<file path="src/vzd_pkg.sv">
// shared types, constants and decode functions for the point varint decoder
`default_nettype none

package vzd_pkg;

    localparam int unsigned BYTE_W   = 8;
    localparam int unsigned COORD_W  = 16;
    localparam int unsigned VAR_W    = COORD_W + 1;
    localparam int unsigned COUNT_W  = 3;
    localparam int unsigned CONT_BIT = 7;

    localparam logic [BYTE_W-1:0]  DATA_MASK   = 8'h7F;
    localparam logic [COUNT_W-1:0] LAST_BYTE   = 3'd4;
    localparam logic [COUNT_W-1:0] COUNT_ONE   = 3'd1;
    localparam logic [COUNT_W-1:0] COUNT_TWO   = 3'd2;
    localparam logic [COUNT_W-1:0] COUNT_ZERO  = 3'd0;

    typedef struct packed {
        logic [VAR_W-1:0]   value;
        logic [COUNT_W-1:0] count;
        logic               expecting_y;
        logic [COORD_W-1:0] pending_x;
        logic [COORD_W-1:0] x_sum;
        logic [COORD_W-1:0] y_sum;
    } dec_state_t;

    typedef struct packed {
        logic               valid;
        logic [COORD_W-1:0] x_coord;
        logic [COORD_W-1:0] y_coord;
        logic               overlong;
    } dec_result_t;

    localparam dec_state_t STATE_CLEAR = '0;

    // zigzag to two's complement, low 16 bits
    function automatic logic [COORD_W-1:0] zigzag16(input logic [VAR_W-1:0] v);
        logic [COORD_W-1:0] mag;
        mag = v[VAR_W-1:1];
        return v[0] ? ~mag : mag;
    endfunction

endpackage

`default_nettype wire

</file>
<file path="src/vzd_step.sv">
// one byte of the decode: varint assembly, zigzag, delta sums, result select
`default_nettype none

module vzd_step (
    input  wire logic [vzd_pkg::BYTE_W-1:0] byte_in,
    input  wire logic                       feature_start,
    input  wire vzd_pkg::dec_state_t        state_cur,
    output vzd_pkg::dec_state_t             state_new,
    output vzd_pkg::dec_result_t            result
);
    import vzd_pkg::*;

    dec_state_t         st;
    logic [VAR_W-1:0]   data_ext;
    logic [VAR_W-1:0]   merged;
    logic [COORD_W-1:0] delta;

    always_comb begin
        st       = feature_start ? STATE_CLEAR : state_cur;
        data_ext = {{(VAR_W-BYTE_W){1'b0}}, byte_in & DATA_MASK};

        // shifts of 21 and 28 fall outside the kept bits
        case (st.count)
            COUNT_ZERO: merged = st.value | data_ext;
            COUNT_ONE:  merged = st.value | (data_ext << 7);
            COUNT_TWO:  merged = st.value | (data_ext << 14);
            default:    merged = st.value;
        endcase

        delta     = zigzag16(merged);
        state_new = st;
        result    = '0;

        if (byte_in[CONT_BIT]) begin
            if (st.count >= LAST_BYTE) begin
                state_new.value = '0;
                state_new.count = '0;
                result.valid    = 1'b1;
                result.overlong = 1'b1;
            end else begin
                state_new.value = merged;
                state_new.count = st.count + COUNT_ONE;
            end
        end else begin
            state_new.value = '0;
            state_new.count = '0;
            if (!st.expecting_y) begin
                state_new.pending_x   = delta;
                state_new.expecting_y = 1'b1;
            end else begin
                state_new.x_sum       = st.x_sum + st.pending_x;
                state_new.y_sum       = st.y_sum + delta;
                state_new.expecting_y = 1'b0;
                result.valid          = 1'b1;
                result.x_coord        = st.x_sum + st.pending_x;
                result.y_coord        = st.y_sum + delta;
            end
        end
    end

endmodule

`default_nettype wire

</file>
<file path="src/varint_zigzag_delta_point_decoder.sv">
// top level of the point varint decoder: input stage, decode state, result register
// usage
//   s_ channel: one raw byte of the point stream per item, with s_feature_start
//   set on the first byte of a new feature (clears sums, x/y phase, varint state)
//   m_ channel: one decoded point per completed y varint, or an error item with
//   zero coordinates when a varint still continues in its fifth byte
// flow: an accepted byte lands in the input register, is decoded combinationally
// from it and the decode state, and its point is written into the result register
// throughput: one byte per cycle; only a byte yielding a point waits on a full m_
// the decode itself is a single short pass (mask, shift, or, xor, 16-bit add)
// reset (aresetn low, synchronous) empties both stages and zeroes the sums,
// the pending x delta and the varint state
// when m_ready is low the result register holds its item; the input register
// keeps taking bytes until a byte that yields a point has to wait behind it
// s_ready then drops until the result is taken
`default_nettype none

module varint_zigzag_delta_point_decoder (
    input  wire logic                              aclk,
    input  wire logic                              aresetn,
    input  wire logic                              s_valid,
    output logic                                   s_ready,
    input  wire logic [vzd_pkg::BYTE_W-1:0]        s_byte_in,
    input  wire logic                              s_feature_start,
    output logic                                   m_valid,
    input  wire logic                              m_ready,
    output logic signed [vzd_pkg::COORD_W-1:0]     m_x_coord,
    output logic signed [vzd_pkg::COORD_W-1:0]     m_y_coord,
    output logic                                   m_overlong_error
);
    import vzd_pkg::*;

    // input stage
    logic              in_valid_reg;
    logic [BYTE_W-1:0] in_byte_reg;
    logic              in_fs_reg;

    // decoder state
    dec_state_t  state_reg;
    dec_state_t  state_next;
    dec_result_t step_res;

    // result register
    logic               m_valid_reg;
    logic [COORD_W-1:0] x_reg;
    logic [COORD_W-1:0] y_reg;
    logic               err_reg;

    logic out_free;
    logic advance;

    vzd_step u_step (
        .byte_in       (in_byte_reg),
        .feature_start (in_fs_reg),
        .state_cur     (state_reg),
        .state_new     (state_next),
        .result        (step_res)
    );

    // result slot free when empty or being drained this cycle
    assign out_free = !m_valid_reg || m_ready;
    // a byte that yields nothing never waits on the output side
    assign advance  = in_valid_reg && (out_free || !step_res.valid);
    assign s_ready  = !in_valid_reg || advance;

    always_ff @(posedge aclk) begin
        if (!aresetn) begin
            in_valid_reg <= 1'b0;
        end else if (s_ready) begin
            in_valid_reg <= s_valid;
        end
    end

    always_ff @(posedge aclk) begin
        if (s_valid && s_ready) begin
            in_byte_reg <= s_byte_in;
            in_fs_reg   <= s_feature_start;
        end
    end

    always_ff @(posedge aclk) begin
        if (!aresetn) begin
            state_reg <= STATE_CLEAR;
        end else if (advance) begin
            state_reg <= state_next;
        end
    end

    always_ff @(posedge aclk) begin
        if (!aresetn) begin
            m_valid_reg <= 1'b0;
        end else if (out_free) begin
            m_valid_reg <= advance && step_res.valid;
        end
    end

    always_ff @(posedge aclk) begin
        if (advance && step_res.valid) begin
            x_reg   <= step_res.x_coord;
            y_reg   <= step_res.y_coord;
            err_reg <= step_res.overlong;
        end
    end

    assign m_valid          = m_valid_reg;
    assign m_x_coord        = x_reg;
    assign m_y_coord        = y_reg;
    assign m_overlong_error = err_reg;

    // an error item never carries coordinates
    a_err_zero: assert property (@(posedge aclk) disable iff (!aresetn)
        m_valid_reg && err_reg |-> x_reg == '0 && y_reg == '0)
        else $error("overlong error item with nonzero coordinates");

    // the byte count never passes the fifth byte
    a_count_bound: assert property (@(posedge aclk) disable iff (!aresetn)
        state_reg.count <= LAST_BYTE)
        else $error("varint byte count out of range");

    // a byte held in the input stage is neither lost nor changed
    a_in_hold: assert property (@(posedge aclk) disable iff (!aresetn)
        in_valid_reg && !advance |=> in_valid_reg && $stable(in_byte_reg)
            && $stable(state_reg))
        else $error("stalled input byte dropped or state moved");

endmodule

`default_nettype wire

</file>
<file path="config.mk">
export PLATFORM = sky130hd
export DESIGN_NAME = varint_zigzag_delta_point_decoder
export DESIGN_NICKNAME = d
export VERILOG_FILES = /design/src/vzd_pkg.sv /design/src/vzd_step.sv /design/src/varint_zigzag_delta_point_decoder.sv
export SDC_FILE = /design/constraint.sdc
export NUM_CORES = 1
export LEC_CHECK = 0
export BUFFER_PORTS_ARGS = -buffer_cell sky130_fd_sc_hd__buf_2
export CELL_PAD_IN_SITES_DETAIL_PLACEMENT = 0
export CELL_PAD_IN_SITES_GLOBAL_PLACEMENT = 1
export CORE_ASPECT_RATIO = 0.9
export CORE_MARGIN = 3
export CORE_UTILIZATION = 43
export CTS_CLUSTER_DIAMETER = 30
export CTS_CLUSTER_SIZE = 16
export DETAILED_ROUTE_END_ITERATION = 10
export PLACE_DENSITY = 0.82
export SYNTH_ARGS = -nofsm -noshare
export SYNTH_HDL_FRONTEND = slang
export SYNTH_SLANG_ARGS = --single-unit
</file>
<file path="constraint.sdc">
create_clock -name aclk -period 3.4 [get_ports aclk]
set_clock_uncertainty 0.1 [all_clocks]
set_input_delay 0 -clock aclk [delete_from_list [all_inputs] [get_ports aclk]]
set_output_delay 0 -clock aclk [all_outputs]
set_load 0.1 [all_outputs]
</file>
=== Word-level counts from Yosys, hierarchy flattened ===
Cells that the tools add are included.

* Register bits: 113
* Bits in latches: 0
* Bits in writable memories: 0
* Bits in read-only memories: 0
* Input bits: 13
* Output and inout bits: 35
* Logic and storage cells: 47
* Memories: 0

* $add $sub $neg: 3
* $mul: 0
* Div/mod/pow operators: 0
* $lt $le $gt $ge: 1
* Equality and inequality tests: 2
* Shift operators: 0
* Muxes and demuxes: 12
* Bitwise gates (word level): 5
* Reduce and logical (&&, ||, !) cells: 11

{| class="wikitable"
|+ Operators with widths
! operator !! number
|-
| 2-to-1 mux 69 bit || 1
|-
| case mux 17 bit (3 select lines) || 1
|-
| 2-to-1 mux 49 bit || 1
|-
| 2-to-1 mux 20 bit || 2
|-
| 2-to-1 mux 33 bit || 1
|-
| adder 16 bit || 2
|-
| 2-to-1 mux 16 bit || 2
|-
| 2-to-1 mux 32 bit || 1
|-
| OR 17 x 14 -> 17 bit || 1
|-
| OR 17 bit || 1
|-
| OR 17 x 7 -> 17 bit || 1
|-
| inverter 16 bit || 1
|-
| adder 3 x 1 -> 3 bit (second input constant) || 1
|-
| == test 3 x 1 -> 1 bit (second input constant) || 1
|-
| == test 3 x 2 -> 1 bit (second input constant) || 1
|-
| greater-or-equal comparator 3 bit (second input constant) || 1
|-
| logical AND 1 bit || 3
|-
| zero test 1 bit || 3
|-
| zero test 3 bit || 1
|-
| logical OR 1 bit || 3
|-
| 2-to-1 mux 1 bit || 3
|-
| OR reduction 2 bit || 1
|-
| inverter 1 bit || 1
|}

=== Logic depth before layout (Yosys ltp) ===
Gate-level depths: netlist (run 1).

* Word-level depth: 13
* Gate-level depth with buffers: 15
* Mapped depth without buffers: 13

=== Modules after synthesis ===
Synthesis (run 1) repeated with hierarchy kept, for this count alone.

* Cell total of the unflattened synthesis: 785
* Area total of the unflattened synthesis: 7169.4 um^2

{| class="wikitable"
|+ Modules (own cells, without submodules)
! module !! times used !! cells each !! area an instance (um^2) !! seq. area each (um^2)
|-
| varint_zigzag_delta_point_decoder || 1 || 353 || 4242.8 || 2682.6
|-
| vzd_step || 1 || 432 || 2926.6 || 0.0
|}

=== Worst setup path before layout (run 1) ===
OpenSTA, ideal clock, no wires.

* Path type: register to register
* From: register in_fs_reg
* To: register y_reg[12] (netlist: m_y_coord[12]), data pin
* Setup time: 255 ps
* Arrival: 3371 ps
* Data required time: 3045 ps
* Path slack: -325 ps
* Stages on the path, launching flop included: 14
* Path buffers: 4
* Clock period less this slack: 3725 ps
* Path through: edfxtp_1 > clkbuf_1 > buf_1 > clkbuf_1 > clkbuf_1 > nor2b_1 > ha_1 > fa_1 > a211oi_1 > o21ai_0 > a41oi_1 > nor4b_1 > a311o_1 > and2_1

* Longest elaborated chain between the ends: 6
* Elaborated cells between the ends (all ways): 13
* Those cells by class: add/sub (1); eq/ne (2); mux (3); bitwise (5); reduce/logical (2)

{| class="wikitable"
|+ Ends and longest elaborated chain
! item !! RTL line !! RTL
|-
| from (decl) || varint_zigzag_delta_point_decoder.sv:36 || <nowiki>logic in_fs_reg;</nowiki>
|-
| from (signal assigned) || varint_zigzag_delta_point_decoder.sv:77 || <nowiki>in_fs_reg <= s_feature_start;</nowiki>
|-
| 2-to-1 mux 69 bit (*) || vzd_step.sv:19 || <nowiki>st = feature_start ? STATE_CLEAR : state_cur;</nowiki>
|-
| == test 3 x 2 -> 1 bit (tied with other cells) || vzd_step.sv:23 || <nowiki>case (st.count)</nowiki>
|-
| case mux 17 bit (3 select lines) || vzd_step.sv:23 ||
|-
| inverter 16 bit || vzd_pkg.sv:40 || <nowiki>return v[0] ? ~mag : mag;</nowiki>
|-
| 2-to-1 mux 16 bit || vzd_pkg.sv:40 ||
|-
| adder 16 bit || vzd_step.sv:56 || <nowiki>result.y_coord = st.y_sum + delta;</nowiki>
|-
| to (signal assigned) || varint_zigzag_delta_point_decoder.sv:100 || <nowiki>y_reg <= step_res.y_coord;</nowiki>
|-
| to (decl) || varint_zigzag_delta_point_decoder.sv:46 || <nowiki>logic [COORD_W-1:0] y_reg;</nowiki>
|}

Mark *: on every way between the ends. The rest lies on a longest branch, timed or not.
A chain may end at the register's enable or synchronous reset.

=== Worst setup path after layout (run 1) ===
* From: register in_fs_reg
* To: register y_reg[15] (netlist: m_y_coord[15]), data pin

The elaborated chain is that of the path after synthesis.

==> summary.txt, run 1 <==
Timing
  • Final setup fails: 0
  • Crit path time final: 3.31 ns
  • Hold Slack: 0.185 ns
  • Count of final max-slew check failures: 0
  • Final hold vios: 0
  • Headroom to the max-slew limit: 38.5%
  • Max Clock Freq: 0.303 GHz
  • Final cycle utilization of the critical path: 97.2%
  • Least-Margin Pin Slew: 0.922 ns
  • Unrepaired setup endpoints after global routing: yes
  • Sum of negative setup slack: 0 ns

Worst setup path
  • Crit end category: flip-flop
  • CP max FO: 8
  • Worst Path Arrival: 3.38 ns
  • Startpoint types: flip-flop
  • CP cell instances: buf_12 -> nand2b_4 -> nor3_4 -> buf_6 -> a21oi_1 -> xor2_1 -> ha_1 -> nand2_1 -> nor2_1 -> a211oi_2 -> a211oi_2 -> a211o_1 -> xnor2_1 -> and2_1
  • CP required: 3.47 ns
  • Cell mode on critical path: a211oi_2
  • CP Class: flip-flop to flip-flop
  • Slowest-stage cell, CP: edfxtp_1
  • Worst Path Buf+Inv: 2
  • Top delay family on crit path: compound AO/OA/AOI/OAI gates
  • Critical path's largest stage delay: 0.50 ns

Clock network
  • CTS tree: yes
  • Htree depth: 4
  • CTS buffer count: 17
  • Sink Count: 113
  • Worst-path clk slew: 0.05 ns
  • Root Driver: clkbuf_16
  • Skew-Pair Late Insertion Delay: 0.42 ns
  • Clock buffer depth: 2

Cells and area
  • Nets@finish: 783
  • Syn-to-layout area delta: 26.4%
  • Ant. Diodes: 0
  • Non-Filler Instances: 942
  • Largest register FFs: 69
  • Fraction of final layout cells sized beyond drive strength 1: 20.2%

Die
  • Core area: 0.0141 mm2
  • Die Wd: 133 um
  • Initial Util: 44.1%
  • Site Rows: 41
  • Io pins: 48
  • Die area: 0.0159 mm2
  • Die height: 120 um

Placed design
  • Final HPWL DP: 10.8 mm
  • RePlAce Congestion: 0.917
  • Port Buf Inserts: 47
  • Inst Count DP: 887

Global route
  • First-pass GRT wire length: 24.5 mm
  • GRT overflow: 0
  • Pin count of the biggest net entering global routing: 40
  • Initial antenna violation count: 0
  • Vias in the first global route: 4,968
  • Overall Global Routing Usage: 19.5%

Routing
  • WL final: 15.6 mm
  • Initial DRT Pass Iterations: 5
  • Residual DRC: 0
  • Wire per inst: 16.5 um
  • Iteration-0 DRC count of the detailed router: 381
  • Vias per inst: 5.34
  • Vias: 5,026
  • Post-DRT Antenna Nets: 0

Yosys
  • Post-synth ARST share: 0%
  • Post-synth EDFFs: 42
  • Yosys top cell area share: 22.9%
  • Most common cell in the netlist: nor2b_1
  • Synth cell types: 54
  • Yosys reg bits: 113
  • Cells after Synth: 647
  • Cell Area, Synth: 0.00622 mm2
  • Yosys Warn Count: 0
  • Syn Nets: 694
  • Synth area leader: dfxtp_1
  • Post-synthesis sequential area ratio: 43.1%
  • Top post-synthesis cells by area: dfxtp_1, edfxtp_1, nor2b_1, ha_1, a22oi_1
  • Top post-synthesis cells by count: nor2b_1, dfxtp_1, a22oi_1, edfxtp_1, nor2_1
  • Ys flop type: dfxtp_1
  • Mean post-synth cell area: 9.61 um2

Power
  • Worst VDD drop: 0.492 mV
  • Final Total Pwr: 0.00369 W
  • Leakage: 3.00 nW
  • P per Cell Area: 470 mW/mm2

Status
  • Status: completed

Flow run
  • Max Cap Viol: 0

Min path
  • HP Class: primary input to flip-flop
-- cell families (layout without fill, tap and decap cells) --
family                   Yosys count  in the layout  share of synthesized area, %
AO/OA/AOI/OAI                    170            170                          18.8
XOR/XNOR                          40             40                          5.63
adder cells (fa/ha/maj)           34             34                          7.08
buffers and inverters             47            149                          3.06
flip-flops                       113            113                          43.1
multiplexers                       3              3                         0.503
AND/OR/NAND/NOR                  240            240                          21.8
-- area by class of cell --
type                            count  area, um2
Clock inverter                     12        165
Multi-Input combinational cell    487       3500
Sequential cell                   113       2680
Fill cell                        1229       6250
Timing Repair Buffer              105        783
Tap cell                          193        241
Inverter                           12       45.0
Clock buffer                       20        437
-- where the power goes --
part / switching (W) / internal [W]
clock: 0.000601 / 0.00121
combinational: 0.000248 / 0.000179
sequential: 0.0000252 / 0.00143
-- worst paths after layout --
kind,from,end,slack (ns),cells past startpoint
max,in_fs_reg,m_y_coord[15],0.09,14
min,s_byte_in[0],in_byte_reg[0],0.18,2
max reg2reg,in_fs_reg,m_y_coord[15],0.09,14
min reg2reg,state_reg[13],state_reg[13],0.35,2
-- per-stage QoR --
stage                     setup WS [ns]  utilization [%]  instance area, um2
after global placement            0.102             48.5                6840
after global routing             -0.118             55.7                7860
after detailed placement         0.0267             48.5                6840
after CTS                        0.0304             53.7                7570
final                            0.0944             55.7                7860
after floorplan                 -0.0510                -                6240
-- what timing repair did --
action,4_1_cts,5_1_grt
endpoints found under the setup margin,0,15
hold buffers,13,0
setup buffers,0,8
gates resized for setup,0,34
hold endpoints to repair,18,0
-- layer usage --
| metal | global-route usage [%] | up-vias | wire length, um |
|---|---|---|---|
| li1 | - | 2471 | - |
| met1 | 25.0 | 2417 | 7160 |
| met2 | 31.8 | 118 | 7430 |
| met3 | 5.78 | 20 | 775 |
| met4 | 6.04 | 0 | 206 |
| met5 | 0 | - | 0 |
-- cells in the final DEF (no fill, tap or decap), types with 18 or more instances in the layout --
| cell | n |
|---|---|
| nor2b_1 | 114 |
| dfxtp_1 | 70 |
| a22oi_1 | 47 |
| buf_2 | 47 |
| edfxtp_1 | 42 |
| buf_4 | 38 |
| nor2_1 | 34 |
| and2_1 | 34 |
| ha_1 | 30 |
| a21oi_1 | 28 |
| nand2_1 | 23 |
| xnor2_1 | 19 |
| clkbuf_16 | 19 |
| o21ai_0 | 18 |
No activity file was read; power rests on OpenSTA's default activity.
==> inputs of run 2 (changes only) <==
- SETUP_SLACK_MARGIN: default -> 0.02
- SYNTH_HIERARCHICAL: default -> 1
==> run 2 against run 1 <==
Final area grew 11%. Synthesized cell count rose by 21%. Sequential power is essentially flat. Largest power group unchanged. Utilization decreased by 2.1 points.
==> summary.txt, run 2 <==
Timing
  • Least-Margin Pin Slew: 0.810 ns (was 0.922 ns)
  • Crit path time final: 3.17 ns (was 3.31 ns)
  • Headroom to the max-slew limit: 46.0% (was 38.5%)
  • Final setup fails: 0 (unchanged)
  • Unrepaired setup endpoints after global routing: no (was yes)
  • Max Clock Freq: 0.315 GHz (was 0.303 GHz)
  • Hold Slack: 0.0852 ns (was 0.185 ns)
  • Count of final max-slew check failures: 0 (unchanged)
  • Final cycle utilization of the critical path: 93.3% (was 97.2%)
  • Final hold vios: 0 (unchanged)

Routing
  • Vias per inst: 5.08 (was 5.34)
  • Post-DRT Antenna Nets: 0 (unchanged)
  • Iteration-0 DRC count of the detailed router: 400 (was 381)
  • Initial DRT Pass Iterations: 5 (unchanged)
  • Residual DRC: 0 (unchanged)
  • WL final: 16.4 mm (was 15.6 mm)
  • Wire per inst: 14.8 um (was 16.5 um)
  • Vias: 5,641 (was 5,026)

Clock network
  • Worst-path clk slew: 0.05 ns (about the same)
  • Root Driver: clkbuf_16 (unchanged)
  • Clock buffer depth: 2 (unchanged)
  • CTS tree: yes (unchanged)
  • Sink Count: 113 (unchanged)
  • Skew-Pair Late Insertion Delay: 0.41 ns (was 0.42 ns)
  • CTS buffer count: 17 (unchanged)
  • Htree depth: 4 (unchanged)

Worst setup path
  • Startpoint types: flip-flop (unchanged)
  • CP required: 3.64 ns (was 3.47 ns)
  • Crit end category: flip-flop (unchanged)
  • Worst Path Arrival: 3.41 ns (was 3.38 ns)
  • CP max FO: 9 (was 8)
  • CP Class: flip-flop to flip-flop (unchanged)

Placed design
  • Port Buf Inserts: 47 (unchanged)
  • Final HPWL DP: 11.4 mm (was 10.8 mm)
  • Inst Count DP: 1,061 (was 887)
  • RePlAce Congestion: 0.829 (was 0.917)

Cells and area
  • Syn-to-layout area delta: 21.5% (was 26.4%)
  • Ant. Diodes: 0 (unchanged)
  • Non-Filler Instances: 1,110 (was 942)
  • Nets@finish: 936 (was 783)
  • Largest register FFs: 69 (unchanged)
  • Final core utilization: 53.6% (was 55.7%)
  • Commonest cells after routing, fill and taps aside: nand2_1, buf_4, dfxtp_1 (was nor2b_1, dfxtp_1, a22oi_1, buf_2, edfxtp_1)
  • Fraction of final layout cells sized beyond drive strength 1: 21.4% (was 20.2%)
  • Most common cell after layout, fill and taps aside: nand2_1 (was nor2b_1)

Min path
  • HP Class: primary input to flip-flop (unchanged)

Yosys
  • Post-synth EDFFs: 42 (unchanged)
  • Post-synth ARST share: 0% (unchanged)
  • Synth cell types: 60 (was 54)
  • Ys flop type: dfxtp_1 (unchanged)
  • Post-synthesis sequential area ratio: 37.4% (was 43.1%)
  • Yosys Warn Count: 6 (was 0)
  • Top post-synthesis cells by count: nand2_1, dfxtp_1, mux2i_1, nor2b_1, edfxtp_1 (was nor2b_1, dfxtp_1, a22oi_1, edfxtp_1, nor2_1)
  • Cells after Synth: 785 (was 647)
  • Syn Nets: 831 (was 694)
  • Yosys reg bits: 113 (unchanged)
  • Synth area leader: dfxtp_1 (unchanged)
  • Yosys top cell area share: 19.8% (was 22.9%)
  • Mean post-synth cell area: 9.13 um2 (was 9.61 um2)
  • Cell Area, Synth: 0.00717 mm2 (was 0.00622 mm2)
  • Top post-synthesis cells by area: dfxtp_1, edfxtp_1, mux2i_1, nand2_1, ha_1 (was dfxtp_1, edfxtp_1, nor2b_1, ha_1, a22oi_1)
  • Most common cell in the netlist: nand2_1 (was nor2b_1)

Die
  • Initial Util: 44.1% (about the same)
  • Die height: 128 um (was 120 um)
  • Site Rows: 44 (was 41)
  • Core area: 0.0162 mm2 (was 0.0141 mm2)
  • Die Wd: 142 um (was 133 um)
  • Die area: 0.0183 mm2 (was 0.0159 mm2)
  • Io pins: 48 (unchanged)

Global route
  • Overall Global Routing Usage: 18.7% (was 19.5%)
  • Pin count of the biggest net entering global routing: 82 (was 40)
  • GRT overflow: 0 (unchanged)
  • Vias in the first global route: 5,389 (was 4,968)
  • First-pass GRT wire length: 27.4 mm (was 24.5 mm)
  • Initial antenna violation count: 0 (unchanged)

Flow run
  • Max Cap Viol: 0 (unchanged)

Status
  • Status: completed (unchanged)

Power
  • Leakage: 3.66 nW (was 3.00 nW)
  • Worst VDD drop: 0.349 mV (was 0.492 mV)
  • P per Cell Area: 434 mW/mm2 (was 470 mW/mm2)
## run 2: layout make-up
cell class              count  area, um2
inverters                   9       36.3
repair buffers            132        946
clock buffers              31        612
clock inverters             1       5.00
well taps                 207        259
multi-input cells         617       4170
flip-flops and latches    113       2680
fillers                  1475       7530
## run 2: worst max-delay path: stages (launching register included)
cell and delay [ns]:
edfxtp_1 0.40, buf_4 0.17, inv_4 0.05, buf_4 0.16, a22o_1 0.22, xor2_1 0.16, ha_1 0.22, fa_2 0.37
a21o_1 0.19, a21boi_2 0.17, buf_4 0.13, o21bai_1 0.06, or2_2 0.28, a21oi_2 0.14, a21o_1 0.10, nand2_1 0.05
mux2i_1 0.12
## run 2: path summary, 6_finish.rpt
check,start,to,slack (ns),cells past startpoint
worst max-delay path,in_fs_reg,state_reg[6],0.23,16
worst max register to register,in_fs_reg,state_reg[6],0.23,16
worst min register to register,state_reg[42],state_reg[42],0.35,2
worst min-delay path,aresetn,state_reg[3],0.09,3
## run 2: timing repair
item,4_1_cts,5_1_grt
gates cloned,0,0
setup endpoints to repair,6,23
hold buffers,12,0
buffers inserted,0,5
gates resized for setup,4,21
endpoints found under the hold margin,11,0
pin swaps,0,10
## run 2: layer usage
metal	up-vias	track usage (%)	part of all wire (%)
met2	86	29.4	44
met4	0	5.02	1.1
met1	2605	26.0	51
met3	13	4.50	3.5
met5	-	0	0
li1	2937	-	-
## run 2: logic make-up (layout without fill, tap and decap cells)
group / count (synthesis) / count (layout) / synth area share, %
and+or+nand+nor: 323 / 323 / 21.0
AOI/OAI and AO/OA: 142 / 142 / 13.4
buffers and inverters: 55 / 173 / 5.86
DFF: 113 / 113 / 37.4
muxes: 84 / 84 / 12.0
xor gates and xnor gates: 35 / 35 / 4.38
adders and majority gates: 33 / 33 / 5.97
## run 2: report_power, final
part	internal (W)	leakage, nW	switching (W)
clock network	0.00120	0.305	0.000601
logic	0.000210	2.43	0.000318
registers	0.00143	0.920	0.0000180
## run 2: stage by stage
stage | setup slack, ns | TNS [ns] | area [um2] | total power [W]
global placement | -0.00827 | -0.00827 | 7830 | 0.00197
CTS | 0.0214 | 0 | 8580 | 0.00380
global route | 0.0136 | 0 | 8710 | 0.00393
detailed placement | -0.0901 | -0.121 | 7830 | 0.00198
finish | 0.228 | 0 | 8710 | 0.00378
floorplan | 0.0322 | 0 | 7170 | 0.00184
